File: src/rtl/assert_macros.svh
// Assertion macros shared by the run-length bitset decoder modules.
// No dependencies; assertions compile away when SYNTHESIS is defined.
`ifndef ASSERT_MACROS_SVH
`define ASSERT_MACROS_SVH
`ifndef SYNTHESIS
`define RBD_CHECK(lbl, clk, rst, cond, msg) \
  lbl: assert property (@(posedge clk) disable iff (rst) (cond)) else $error(msg);
`define RBD_CHECK_IMPL(lbl, clk, rst, ante, cons, msg) \
  lbl: assert property (@(posedge clk) disable iff (rst) (ante) |-> (cons)) else $error(msg);
`define RBD_CHECK_NEXT(lbl, clk, rst, ante, cons, msg) \
  lbl: assert property (@(posedge clk) disable iff (rst) (ante) |=> (cons)) else $error(msg);
`else
`define RBD_CHECK(lbl, clk, rst, cond, msg)
`define RBD_CHECK_IMPL(lbl, clk, rst, ante, cons, msg)
`define RBD_CHECK_NEXT(lbl, clk, rst, ante, cons, msg)
`endif
`endif

File: src/rtl/rbd_pkg.sv
// Types, codes and constants of the run-length bitset record decoder.
// No dependencies; imported by every module of the block.
`default_nettype none

package rbd_pkg;

  localparam int TRI_COUNT_BITS_DEF = 24;
  localparam int OUT_DEPTH          = 4;
  localparam int CFG_IDX_W          = 2;
  localparam int TRI_W              = 25;
  localparam int NW_W               = 21;

  localparam logic [CFG_IDX_W-1:0] CFG_TRI_COUNT     = 2'd0;
  localparam logic [CFG_IDX_W-1:0] CFG_ORDER_PRESENT = 2'd1;

  typedef enum logic [1:0] {
    KIND_RUN   = 2'd0,
    KIND_COUNT = 2'd1,
    KIND_ID    = 2'd2,
    KIND_ERROR = 2'd3
  } kind_t;

  typedef enum logic [2:0] {
    ERR_NONE         = 3'd0,
    ERR_LONG_VARINT  = 3'd1,
    ERR_ZERO_RUN     = 3'd2,
    ERR_RUN_OVERFLOW = 3'd3,
    ERR_ORDER_COUNT  = 3'd4,
    ERR_TRUNCATED    = 3'd5
  } err_t;

  typedef enum logic [2:0] {
    PH_IDLE   = 3'd0,
    PH_CTRL   = 3'd1,
    PH_WORD   = 3'd2,
    PH_OCOUNT = 3'd3,
    PH_OID    = 3'd4
  } phase_t;

  typedef struct packed {
    logic [7:0] data_byte;
    logic       record_start;
  } in_item_t;

  typedef struct packed {
    kind_t       kind;
    logic [18:0] first_word;
    logic [19:0] run_length;
    logic [31:0] word_value;
    logic [31:0] value;
    err_t        error_code;
    logic        last;
  } out_item_t;

  typedef struct packed {
    logic [TRI_W-1:0] t_eff;
    logic [NW_W-1:0]  nw;
    logic [31:0]      mask;
    logic             order_present;
  } cfg_t;

  typedef struct packed {
    logic [1:0]            vld;
    out_item_t [1:0]       item;
  } push_t;

endpackage

`default_nettype wire

File: src/rtl/rle_bitset_record_decoder_core.sv
// Top level of the run-length bitset record decoder.
// Depends on rbd_pkg, rbd_cfg, rbd_parser and rbd_out_fifo.
//
//  channel | dir | handshake             | payload
//  rec     | in  | rec_valid / rec_ready | rec (data_byte, record_start)
//  res     | out | res_valid / res_ready | res (kind .. last)
//  cfg     | in  | cfg_valid / cfg_ready | cfg_index, cfg_data
//
// One byte per cycle while rec_ready is high, parsed in the cycle taken.
// Results wait in a four-entry queue, leaving one per cycle with res_ready.
// rec_ready drops while fewer than two queue entries are free.
// A byte that yields two results takes two queue entries.
// Reset clears parser and queue; tri_count resets to 1, order_present to 0.
`default_nettype none

module rle_bitset_record_decoder_core #(
  parameter int TRI_COUNT_BITS = rbd_pkg::TRI_COUNT_BITS_DEF
) (
  input  logic                           clk,
  input  logic                           rst,
  input  logic                           rec_valid,
  output logic                           rec_ready,
  input  rbd_pkg::in_item_t              rec,
  output logic                           res_valid,
  input  logic                           res_ready,
  output rbd_pkg::out_item_t             res,
  input  logic                           cfg_valid,
  output logic                           cfg_ready,
  input  logic [rbd_pkg::CFG_IDX_W-1:0]  cfg_index,
  input  logic [rbd_pkg::TRI_W-1:0]      cfg_data
);
  import rbd_pkg::*;

  cfg_t  cfg;
  push_t push;
  logic  space_ok;

  assign rec_ready = space_ok;

  rbd_cfg #(
    .TRI_COUNT_BITS(TRI_COUNT_BITS)
  ) u_cfg (
    .clk      (clk),
    .rst      (rst),
    .cfg_valid(cfg_valid),
    .cfg_ready(cfg_ready),
    .cfg_index(cfg_index),
    .cfg_data (cfg_data),
    .cfg      (cfg)
  );

  rbd_parser u_parser (
    .clk (clk),
    .rst (rst),
    .fire(rec_valid && rec_ready),
    .item(rec),
    .cfg (cfg),
    .push(push)
  );

  rbd_out_fifo #(
    .DEPTH(OUT_DEPTH)
  ) u_fifo (
    .clk      (clk),
    .rst      (rst),
    .push     (push),
    .space_ok (space_ok),
    .res_valid(res_valid),
    .res_ready(res_ready),
    .res      (res)
  );

endmodule

`default_nettype wire

File: src/rtl/rbd_cfg.sv
// Configuration registers; stores the clamped triangle count, word count
// and final word mask at write time. Depends on rbd_pkg.
`default_nettype none

module rbd_cfg #(
  parameter int TRI_COUNT_BITS = rbd_pkg::TRI_COUNT_BITS_DEF
) (
  input  logic                           clk,
  input  logic                           rst,
  input  logic                           cfg_valid,
  output logic                           cfg_ready,
  input  logic [rbd_pkg::CFG_IDX_W-1:0]  cfg_index,
  input  logic [rbd_pkg::TRI_W-1:0]      cfg_data,
  output rbd_pkg::cfg_t                  cfg
);
  import rbd_pkg::*;

  localparam logic [31:0] CAP = 32'd1 << TRI_COUNT_BITS;

  logic [TRI_W-1:0] t_new;
  logic [TRI_W:0]   t_round;
  logic [4:0]       rem;
  logic [31:0]      mask_new;

  assign cfg_ready = 1'b1;

  always_comb begin
    if (cfg_data == '0) begin
      t_new = TRI_W'(1);
    end else if (32'(cfg_data) > CAP) begin
      t_new = CAP[TRI_W-1:0];
    end else begin
      t_new = cfg_data;
    end
    t_round  = {1'b0, t_new} + (TRI_W+1)'(31);
    rem      = t_new[4:0];
    mask_new = (rem == 5'd0) ? 32'hFFFF_FFFF : ((32'd1 << rem) - 32'd1);
  end

  always_ff @(posedge clk) begin
    if (rst) begin
      cfg.t_eff         <= TRI_W'(1);
      cfg.nw            <= NW_W'(1);
      cfg.mask          <= 32'd1;
      cfg.order_present <= 1'b0;
    end else if (cfg_valid && cfg_ready) begin
      unique case (cfg_index)
        CFG_TRI_COUNT: begin
          cfg.t_eff <= t_new;
          cfg.nw    <= t_round[TRI_W:5];
          cfg.mask  <= mask_new;
        end
        CFG_ORDER_PRESENT: cfg.order_present <= cfg_data[0];
        default: ;
      endcase
    end
  end

endmodule

`default_nettype wire

File: src/rtl/rbd_parser.sv
// Record parser: varint control words, little-endian words and order stream.
// Emits up to two results per byte. Depends on rbd_pkg and assert_macros.svh.
`default_nettype none
`include "assert_macros.svh"

module rbd_parser (
  input  logic                clk,
  input  logic                rst,
  input  logic                fire,
  input  rbd_pkg::in_item_t   item,
  input  rbd_pkg::cfg_t       cfg,
  output rbd_pkg::push_t      push
);
  import rbd_pkg::*;

  typedef struct packed {
    phase_t      phase;
    logic [31:0] acc;
    logic [2:0]  vbytes;
    logic [19:0] words_done;
    logic [20:0] run_left;
    logic        run_repeated;
    logic [1:0]  wbi;
    logic [23:0] partial;
    logic [24:0] order_left;
  } parse_state_t;

  parse_state_t st, st_next;

  function automatic parse_state_t clear_state();
    parse_state_t r;
    r.phase        = PH_IDLE;
    r.acc          = '0;
    r.vbytes       = '0;
    r.words_done   = '0;
    r.run_left     = '0;
    r.run_repeated = 1'b0;
    r.wbi          = '0;
    r.partial      = '0;
    r.order_left   = '0;
    return r;
  endfunction

  function automatic out_item_t mk(kind_t k, logic [18:0] fw, logic [19:0] rl,
                                   logic [31:0] wv, logic [31:0] val, err_t ec,
                                   logic lst);
    out_item_t r;
    r.kind       = k;
    r.first_word = fw;
    r.run_length = rl;
    r.word_value = wv;
    r.value      = val;
    r.error_code = ec;
    r.last       = lst;
    return r;
  endfunction

  always_comb begin
    parse_state_t s;
    logic         slot;
    logic [31:0]  shifted;
    logic [31:0]  acc_new;
    logic [31:0]  v;
    logic [30:0]  len31;
    logic [31:0]  span;
    logic [31:0]  w;
    logic [19:0]  wd_new;
    logic [19:0]  rl_dec;
    logic [20:0]  fw_end;
    logic [24:0]  ol_dec;
    logic         fin_last;
    s        = st;
    slot     = 1'b0;
    push     = '0;
    shifted  = '0;
    acc_new  = '0;
    v        = '0;
    len31    = '0;
    span     = '0;
    w        = '0;
    wd_new   = '0;
    rl_dec   = '0;
    fw_end   = '0;
    ol_dec   = '0;
    fin_last = 1'b0;
    if (fire) begin
      if (item.record_start) begin
        if (s.phase != PH_IDLE) begin
          push.vld[0]  = 1'b1;
          push.item[0] = mk(KIND_ERROR, '0, '0, '0, '0, ERR_TRUNCATED, 1'b1);
          slot         = 1'b1;
        end
        s       = clear_state();
        s.phase = PH_CTRL;
      end
      unique case (s.phase)
        PH_CTRL, PH_OCOUNT, PH_OID: begin
          case (s.vbytes)
            3'd0:    shifted = 32'(item.data_byte[6:0]);
            3'd1:    shifted = 32'(item.data_byte[6:0]) << 7;
            3'd2:    shifted = 32'(item.data_byte[6:0]) << 14;
            3'd3:    shifted = 32'(item.data_byte[6:0]) << 21;
            3'd4:    shifted = 32'(item.data_byte[6:0]) << 28;
            default: shifted = '0;
          endcase
          acc_new = s.acc | shifted;
          if (item.data_byte[7]) begin
            if (s.vbytes >= 3'd4) begin
              push.vld[slot]  = 1'b1;
              push.item[slot] = mk(KIND_ERROR, '0, '0, '0, '0, ERR_LONG_VARINT, 1'b1);
              s               = clear_state();
            end else begin
              s.acc    = acc_new;
              s.vbytes = s.vbytes + 3'd1;
            end
          end else begin
            v        = acc_new;
            s.acc    = '0;
            s.vbytes = '0;
            len31    = v[31:1];
            span     = 32'(s.words_done) + 32'(len31);
            ol_dec   = s.order_left - 25'd1;
            if (s.phase == PH_CTRL) begin
              if (len31 == '0) begin
                push.vld[slot]  = 1'b1;
                push.item[slot] = mk(KIND_ERROR, '0, '0, '0, '0, ERR_ZERO_RUN, 1'b1);
                s               = clear_state();
              end else if (span > 32'(cfg.nw)) begin
                push.vld[slot]  = 1'b1;
                push.item[slot] = mk(KIND_ERROR, '0, '0, '0, '0, ERR_RUN_OVERFLOW, 1'b1);
                s               = clear_state();
              end else begin
                s.run_left     = len31[20:0];
                s.run_repeated = v[0];
                s.wbi          = '0;
                s.partial      = '0;
                s.phase        = PH_WORD;
              end
            end else if (s.phase == PH_OCOUNT) begin
              if (v > 32'(cfg.t_eff)) begin
                push.vld[slot]  = 1'b1;
                push.item[slot] = mk(KIND_ERROR, '0, '0, '0, '0, ERR_ORDER_COUNT, 1'b1);
                s               = clear_state();
              end else if (v == '0) begin
                push.vld[slot]  = 1'b1;
                push.item[slot] = mk(KIND_COUNT, '0, '0, '0, '0, ERR_NONE, 1'b1);
                s               = clear_state();
              end else begin
                push.vld[slot]  = 1'b1;
                push.item[slot] = mk(KIND_COUNT, '0, '0, '0, v, ERR_NONE, 1'b0);
                s.order_left    = v[24:0];
                s.phase         = PH_OID;
              end
            end else begin
              push.vld[slot] = 1'b1;
              if (ol_dec == '0) begin
                push.item[slot] = mk(KIND_ID, '0, '0, '0, v, ERR_NONE, 1'b1);
                s               = clear_state();
              end else begin
                push.item[slot] = mk(KIND_ID, '0, '0, '0, v, ERR_NONE, 1'b0);
                s.order_left    = ol_dec;
              end
            end
          end
        end
        PH_WORD: begin
          if (s.wbi != 2'd3) begin
            case (s.wbi)
              2'd0:    s.partial[7:0]   = item.data_byte;
              2'd1:    s.partial[15:8]  = item.data_byte;
              default: s.partial[23:16] = item.data_byte;
            endcase
            s.wbi = s.wbi + 2'd1;
          end else begin
            w         = {item.data_byte, s.partial};
            s.partial = '0;
            s.wbi     = '0;
            fin_last  = !cfg.order_present;
            if (s.run_repeated) begin
              wd_new = s.words_done + s.run_left[19:0];
              fw_end = 21'(s.words_done) + s.run_left - 21'd1;
              if ({1'b0, wd_new} >= cfg.nw) begin
                if (s.run_left >= 21'd2) begin
                  push.vld        = 2'b11;
                  push.item[0]    = mk(KIND_RUN, s.words_done[18:0], fw_end[19:0] -
                                       s.words_done, w, '0, ERR_NONE, 1'b0);
                  push.item[1]    = mk(KIND_RUN, fw_end[18:0], 20'd1, w & cfg.mask, '0,
                                       ERR_NONE, fin_last);
                end else begin
                  push.vld[0]     = 1'b1;
                  push.item[0]    = mk(KIND_RUN, s.words_done[18:0], 20'd1, w & cfg.mask,
                                       '0, ERR_NONE, fin_last);
                end
                if (cfg.order_present) begin
                  s.words_done = wd_new;
                  s.run_left   = '0;
                  s.phase      = PH_OCOUNT;
                end else begin
                  s = clear_state();
                end
              end else begin
                push.vld[0]  = 1'b1;
                push.item[0] = mk(KIND_RUN, s.words_done[18:0], s.run_left[19:0], w, '0,
                                  ERR_NONE, 1'b0);
                s.words_done = wd_new;
                s.run_left   = '0;
                s.phase      = PH_CTRL;
              end
            end else begin
              wd_new = s.words_done + 20'd1;
              rl_dec = s.run_left[19:0] - 20'd1;
              push.vld[0] = 1'b1;
              if ({1'b0, wd_new} >= cfg.nw) begin
                push.item[0] = mk(KIND_RUN, s.words_done[18:0], 20'd1, w & cfg.mask, '0,
                                  ERR_NONE, fin_last);
                if (cfg.order_present) begin
                  s.words_done = wd_new;
                  s.run_left   = 21'(rl_dec);
                  s.phase      = PH_OCOUNT;
                end else begin
                  s = clear_state();
                end
              end else begin
                push.item[0] = mk(KIND_RUN, s.words_done[18:0], 20'd1, w, '0,
                                  ERR_NONE, 1'b0);
                s.words_done = wd_new;
                s.run_left   = 21'(rl_dec);
                if (rl_dec == '0) begin
                  s.phase = PH_CTRL;
                end
              end
            end
          end
        end
        PH_IDLE: ;
        default: s = clear_state();
      endcase
    end
    st_next = s;
  end

  always_ff @(posedge clk) begin
    if (rst) begin
      st <= clear_state();
    end else begin
      st <= st_next;
    end
  end

  `RBD_CHECK_IMPL(a_pair_order, clk, rst, push.vld[1], push.vld[0], "second result without first")
  `RBD_CHECK_IMPL(a_err_last, clk, rst, push.vld[0] && push.item[0].kind == KIND_ERROR, push.item[0].last, "error result without last")
  `RBD_CHECK_IMPL(a_idle_clean, clk, rst, st.phase == PH_IDLE, st.words_done == '0 && st.vbytes == '0 && st.order_left == '0, "idle with stale state")
  `RBD_CHECK_IMPL(a_oid_left, clk, rst, st.phase == PH_OID, st.order_left != '0, "order ids pending with zero count")

endmodule

`default_nettype wire

File: src/rtl/rbd_out_fifo.sv
// Result queue: takes up to two results a cycle, hands out one per item.
// Depends on rbd_pkg and assert_macros.svh.
`default_nettype none
`include "assert_macros.svh"

module rbd_out_fifo #(
  parameter int DEPTH = rbd_pkg::OUT_DEPTH
) (
  input  logic                clk,
  input  logic                rst,
  input  rbd_pkg::push_t      push,
  output logic                space_ok,
  output logic                res_valid,
  input  logic                res_ready,
  output rbd_pkg::out_item_t  res
);
  import rbd_pkg::*;

  localparam int PTR_W = $clog2(DEPTH);
  localparam int CNT_W = $clog2(DEPTH + 1);

  out_item_t          mem [DEPTH];
  logic [PTR_W-1:0]   wr_ptr;
  logic [PTR_W-1:0]   rd_ptr;
  logic [CNT_W-1:0]   count;
  logic [1:0]         n_wr;
  logic               rd;

  assign n_wr      = {1'b0, push.vld[0]} + {1'b0, push.vld[1]};
  assign res_valid = (count != '0);
  assign rd        = res_valid && res_ready;
  assign res       = mem[rd_ptr];
  assign space_ok  = (count <= CNT_W'(DEPTH - 2));

  always_ff @(posedge clk) begin
    if (push.vld[0]) begin
      mem[wr_ptr] <= push.item[0];
    end
    if (push.vld[1]) begin
      mem[PTR_W'(wr_ptr + PTR_W'(1))] <= push.item[1];
    end
  end

  always_ff @(posedge clk) begin
    if (rst) begin
      wr_ptr <= '0;
      rd_ptr <= '0;
      count  <= '0;
    end else begin
      wr_ptr <= wr_ptr + PTR_W'(n_wr);
      if (rd) begin
        rd_ptr <= rd_ptr + PTR_W'(1);
      end
      count <= count + CNT_W'(n_wr) - CNT_W'(rd);
    end
  end

  `RBD_CHECK(a_cnt_bound, clk, rst, count <= CNT_W'(DEPTH), "queue count above depth")
  `RBD_CHECK_IMPL(a_room, clk, rst, push.vld[0], count <= CNT_W'(DEPTH - 2), "write without room for two")
  `RBD_CHECK_NEXT(a_drain, clk, rst, rd && push.vld == 2'b00, count == $past(count) - CNT_W'(1), "read did not lower count")

endmodule

`default_nettype wire

File: config.mk
export PLATFORM = sky130hd
export DESIGN_NAME = rle_bitset_record_decoder_core
export DESIGN_NICKNAME = d
export VERILOG_FILES = /design/src/rtl/rbd_pkg.sv /design/src/rtl/rle_bitset_record_decoder_core.sv /design/src/rtl/rbd_cfg.sv /design/src/rtl/rbd_parser.sv /design/src/rtl/rbd_out_fifo.sv
export VERILOG_INCLUDE_DIRS = /design/src /design/src/rtl
export SDC_FILE = /design/constraint.sdc
export NUM_CORES = 2
export LEC_CHECK = 0
export BUFFER_PORTS_ARGS = -buffer_cell sky130_fd_sc_hd__buf_2
export CAP_MARGIN = 5
export CORE_ASPECT_RATIO = 0.7
export CORE_UTILIZATION = 65
export DETAILED_ROUTE_END_ITERATION = 12
export PLACE_DENSITY = 0.83
export SLEW_MARGIN = 10
export SYNTH_ARGS = -nofsm -noshare
export SYNTH_HDL_FRONTEND = slang
export SYNTH_HIERARCHICAL = 1
export SYNTH_SLANG_ARGS = --single-unit
File: constraint.sdc
create_clock -name clk -period 47.8 [get_ports clk]
set_input_delay 4.78 -clock clk [delete_from_list [all_inputs] [get_ports clk]]
set_output_delay 4.78 -clock clk [all_outputs]
set_load 0.02 [all_outputs]
Word-level counts from Yosys, hierarchy flattened:

Memories as Yosys holds them, arrays and structs flattened. A register that Yosys moved wholly into a read port is not among the register bits.
Cells that the tools add are included.

* memories: 1
* flip-flop bits (word level): 217
* bits in writable memories: 436
* bits of input ports: 41

Memory list
* u_fifo.mem: depth 4, bits a word 109, read ports 1, clocked after Yosys merged registers in 1, write ports 2, line rbd_out_fifo.sv:22 `out_item_t mem [DEPTH];`

* add/subtract/negate cells: 18
* mux-type cells: 89
* reduce and logical (&&, ||, !) cells: 20
* shift-type cells: 1
* eq/ne operators: 11
* bitwise gates (word level): 18
* $lt $le $gt $ge: 10

Operators with widths (number)
* $mux W220: 7
* $mux W131: 8
* $mux W218: 4
* $bwmux W218: 3
* $and A105 B210 Y210: 3
* $not A210 Y210: 3
* $pmux W220 S2: 1
* $mux W109: 4
* $pmux W131 S3: 1
* $mux W107: 3
* $mux W88: 3
* $and A107 B214 Y214: 1
* $not A214 Y214: 1
* $and A104 B208 Y208: 1
* $not A208 Y208: 1
* $mux W25: 8
* $mux W41: 4
* $pmux W32 S5: 1
* $mux W35: 4
* $mux W68: 2
* $demux W109 S1: 1
* $mux W106: 1
* $mux W52: 2
* $mux W32: 3
* 58 further kinds: 97

Logic depth before layout (Yosys ltp):

* word-level depth: 20
* gate-level depth with buffers: 44
* depth with buffers taken out: 35

Hierarchy:

The synthesis kept the hierarchy.

Modules (own cells, without submodules)
* rbd_out_fifo: times used 1, area each 21508.1 um^2, cells each 1103
* rbd_parser: times used 1, area each 16432.0 um^2, cells each 2310
* rbd_cfg: times used 1, area each 3752.3 um^2, cells each 480
* rle_bitset_record_decoder_core: times used 1, area each 6.3 um^2, cells each 1

Worst setup path after synthesis:

OpenSTA, ideal clock, no wires.

* kind: input to register
* from: input port rec[0] (netlist bit)
* to: memory u_fifo/mem[0][0] (netlist bit) (enable)
* stages on the path: 35
* data required time: 47.073 ns
* arrival: 18.629 ns
* buffers on the path: 8
* slack: 28.444 ns
* path through: clkinv_1 -> clkbuf_1 -> buf_1 -> clkbuf_1 -> buf_1 -> clkbuf_1 -> buf_1 -> clkbuf_1 -> nand2_1 -> inv_1 -> ha_1 -> a211oi_1 -> o21bai_1 -> o41a_1 -> a211oi_1 -> o21ai_0 -> a21oi_1 -> nor2b_1 -> o21ai_0 -> nand2b_1 -> a21oi_1 -> xnor2_1 -> ha_1 -> and3_1 -> a221o_1 -> a21oi_1 -> a21oi_1 -> o21ai_0 -> nand3_1 -> or4_1 -> clkbuf_1 -> nor4_1 -> o21ai_0 -> nand2b_1 -> o21ai_0

RTL lines
* start: declaration: line rle_bitset_record_decoder_core.sv:23 `input rbd_pkg::in_item_t rec,`
* end: declaration: line rbd_out_fifo.sv:22

==> impl_results.md <==
* Rows at 77
* Final Slew Violations at 0
* GRT Overall Usage at 40.0%
* Maxcap violations at 0
* Crit path max fanout at 52
* Drt total wl at 133 mm
* CTS root buf: clkbuf_16
* Number of I/O pins at 153
* DR DRC count at 0
* Status: finished clean
* IO buf count at 151
* Final TNS setup at 0 ps
* Hold Buf Count CTS at 0
* Maximum vdd ir drop at 27.4 uV
* Layout cells sized above 1 at 23.5%
* Final ANT Viol Nets at 0
* Reg-to-reg slack, setup at 37470 ps
* Worst EP required at 48040 ps
* Post-CTS Setup Bufs at 0
* Ys Warns at 6
* Endpoint type of the worst setup path: flip-flop
* DR vias at 33700
* Worst Path Arrival at 14970 ps
* Crit start category: primary input
* Leak pwr at 18.3 nW
* Critical R2R Capture: u_fifo/mem[0][22]
* CTS Sinks at 655
* FMAX at 0.0679 GHz
* Count of final hold-check violations at 0
* Ranking of synthesized cells by area: edfxtp_1, mux2_2, dfxtp_1
* Post-layout util at 71.5%
* RSZ-0062 raised after global routing: no
* Placed cell areas at 0.0428 mm^2
* Slew @ Worst Pin at 1280 ps
* FF-to-FF Start: u_parser/st[95]
* Final setup margin at 33070 ps
* Pwr/cell area at 34.8 mW/mm^2
* Die Y at 214 um
* Mapped Area at 0.0417 mm^2
* Area Overhead vs Synth at 8.52%
* Max-slew headroom at 14.6%
* Distinct cells, synth at 97
* Post-route cell area at 0.0453 mm^2
* Crit path capture: u_fifo/mem[0][44]
* Post-synth EDFFs at 436
* Largest net degree at the start of global routing at 110
* GR Overflow Total at 0
* Initial Util at 65.9%
* Sequential share of the synthesized area at 41.9%
* CTS buffer count at 67
* FF-to-FF path depth at 32
* Hold Crit Class: flip-flop to flip-flop
* Die W at 305 um
* Initial antenna violation count at 6
* Clk_lat worst skew at 630 ps
* Initial DRC count at 5456
* # setup viols final at 0
* Yosys reg bits at 655
* First-pass GRT wire length at 199 mm
* DR vias/cell at 6.96
* Clock Skews at 33.5 ps
* Setup WS pre-CTS at 32900 ps
* Post-DP HPWL at 91.8 mm
* FFs w/ async S/R, synth at 0%
* Hold Slack at 448 ps
* Gpl congestion at 1.04
* Cts repair resizes at 0
* Worst Path Class, Setup: primary input to flip-flop
* Fill count at 4446
* Crit path launch: rec[0]
* Mapped Avg Cell Area at 10.7 um^2
* Post-route minimum period at 14730 ps
* CTS HTree Levels at 3
* Mapped Cells at 3894
* CP peak stage delay at 740 ps
* Area share of the largest cell type after synthesis at 31.4%
* Drt pass-1 iters at 9
* Multi-input gate area at 0.0222 mm^2
* CTS max path bufs at 3
* Fin nets at 4197
* Ys flop type: edfxtp_1
* Most frequent cell on the critical path: buf_4
* Vias in the first global route at 31700
* Die area at 0.0652 mm^2
* Sequential cell area at 0.0175 mm^2
* Slowest-stage cell, CP: buf_4
* Clock transition at path regs at 60 ps
* Wire per inst at 27.4 um
* CTS tree: built
* Period Utilization, post-route at 30.8%
* Core area at 0.0633 mm^2
* Largest area contributor in the netlist: edfxtp_1
## cell families after synthesis
family | share of synthesized area, %
buffers and inverters | 5.50
xor gates and xnor gates | 2.57
adders and majority gates | 6.15
muxes | 18.1
AOI/OAI and AO/OA | 13.8
DFF | 41.9
and+or+nand+nor | 11.9
other | 0.0180
## worst max-delay path, delay by kind of cell
family	cells	cell delay (ps)
buf+inv	9	3350
compound gates	12	3100
simple gates	7	2590
fa+ha+maj	3	800
mux	1	140
## flip-flops by register name (all words and copies together), names as in the netlist, named ones only
| name | cells |
|---|---|
| u_fifo/mem | 436 |
| u_fifo/rd_ptr | 2 |
| u_fifo/wr_ptr | 2 |
| u_fifo/count | 3 |
| u_cfg/cfg | 79 |
| u_parser/st | 131 |
## power breakdown
group	switching (W)	total, W	internal [W]
registers	0.0000218	0.000637	0.000615
clock network	0.000241	0.000583	0.000342
logic	0.000223	0.000356	0.000133
## synthesized netlist by cell type, types with 54 or more instances
master and n:
a21oi_1 222, a22o_1 54, and3_1 57, buf_4 73, clkbuf_1 135, dfxtp_1 219
edfxtp_1 436, ha_1 197, inv_1 203, mux2_2 429, mux4_2 109, nand2_1 237
nand3_1 89, nor2_1 304, nor3_1 86, o21ai_0 157, xnor2_1 85
## worst min path at each step
stage                             start       endpoint  slack (ps)  depth (start not counted)
after floorplan           u_cfg/cfg[37]  u_cfg/cfg[37]         430                          2
after global placement    u_cfg/cfg[50]  u_cfg/cfg[50]         430                          2
after detailed placement  u_cfg/cfg[47]  u_cfg/cfg[47]         440                          2
after CTS                 u_cfg/cfg[47]  u_cfg/cfg[47]         450                          2
after global routing      u_cfg/cfg[47]  u_cfg/cfg[47]         470                          2
final                     u_cfg/cfg[47]  u_cfg/cfg[47]         450                          2
## layer usage
metal / up-vias / routed length (um) / part of all wire [%] / global-route usage [%]
met5: - / 153 / 0.12 / 0
met4: 8 / 3120 / 2.3 / 9.93
met3: 295 / 21800 / 16 / 17.1
met2: 2421 / 54000 / 41 / 54.7
met1: 16300 / 53800 / 41 / 58.1
li1: 14700 / - / - / -
## layout make-up
class                      instances  area share, %
timing repair buffer             218           2.84
inverter                         206           1.71
multi-input combinational       2806           49.1
antenna                            5         0.0276
tap                              829           2.29
sequential                       655           38.6
clock buffer                      85           4.13
clock inverter                    39           1.27
## placed cells by master, fill, tap and decap left out, drive strengths merged, types with 13 or more instances in the layout
master	n
a211oi	36
a21o	34
a21oi	222
a221oi	15
a22o	54
a22oi	39
a31oi	28
and2	24
and3	57
buf	218
clkbuf	85
clkinv	21
conb	53
dfxtp	219
edfxtp	436
ha	197
inv	208
mux2	441
mux4	109
nand2	239
nand2b	18
nand3	90
nand4	33
nor2	307
nor2b	34
nor3	88
nor4	31
o211a	31
o211ai	26
o21a	17
o21ai	166
o21bai	19
o22ai	38
o31ai	23
or2	15
or3	17
or4	13
xnor2	85
xor2	32
## through the flow
step                      total power, W  std cells
after detailed placement        0.000992       4714
after global placement          0.000988       4714
after global routing             0.00162       4839
after CTS                        0.00157       4838
final                            0.00158       4843
after floorplan                 0.000890       3945
Note: power is estimated with default switching activity, not from simulation.
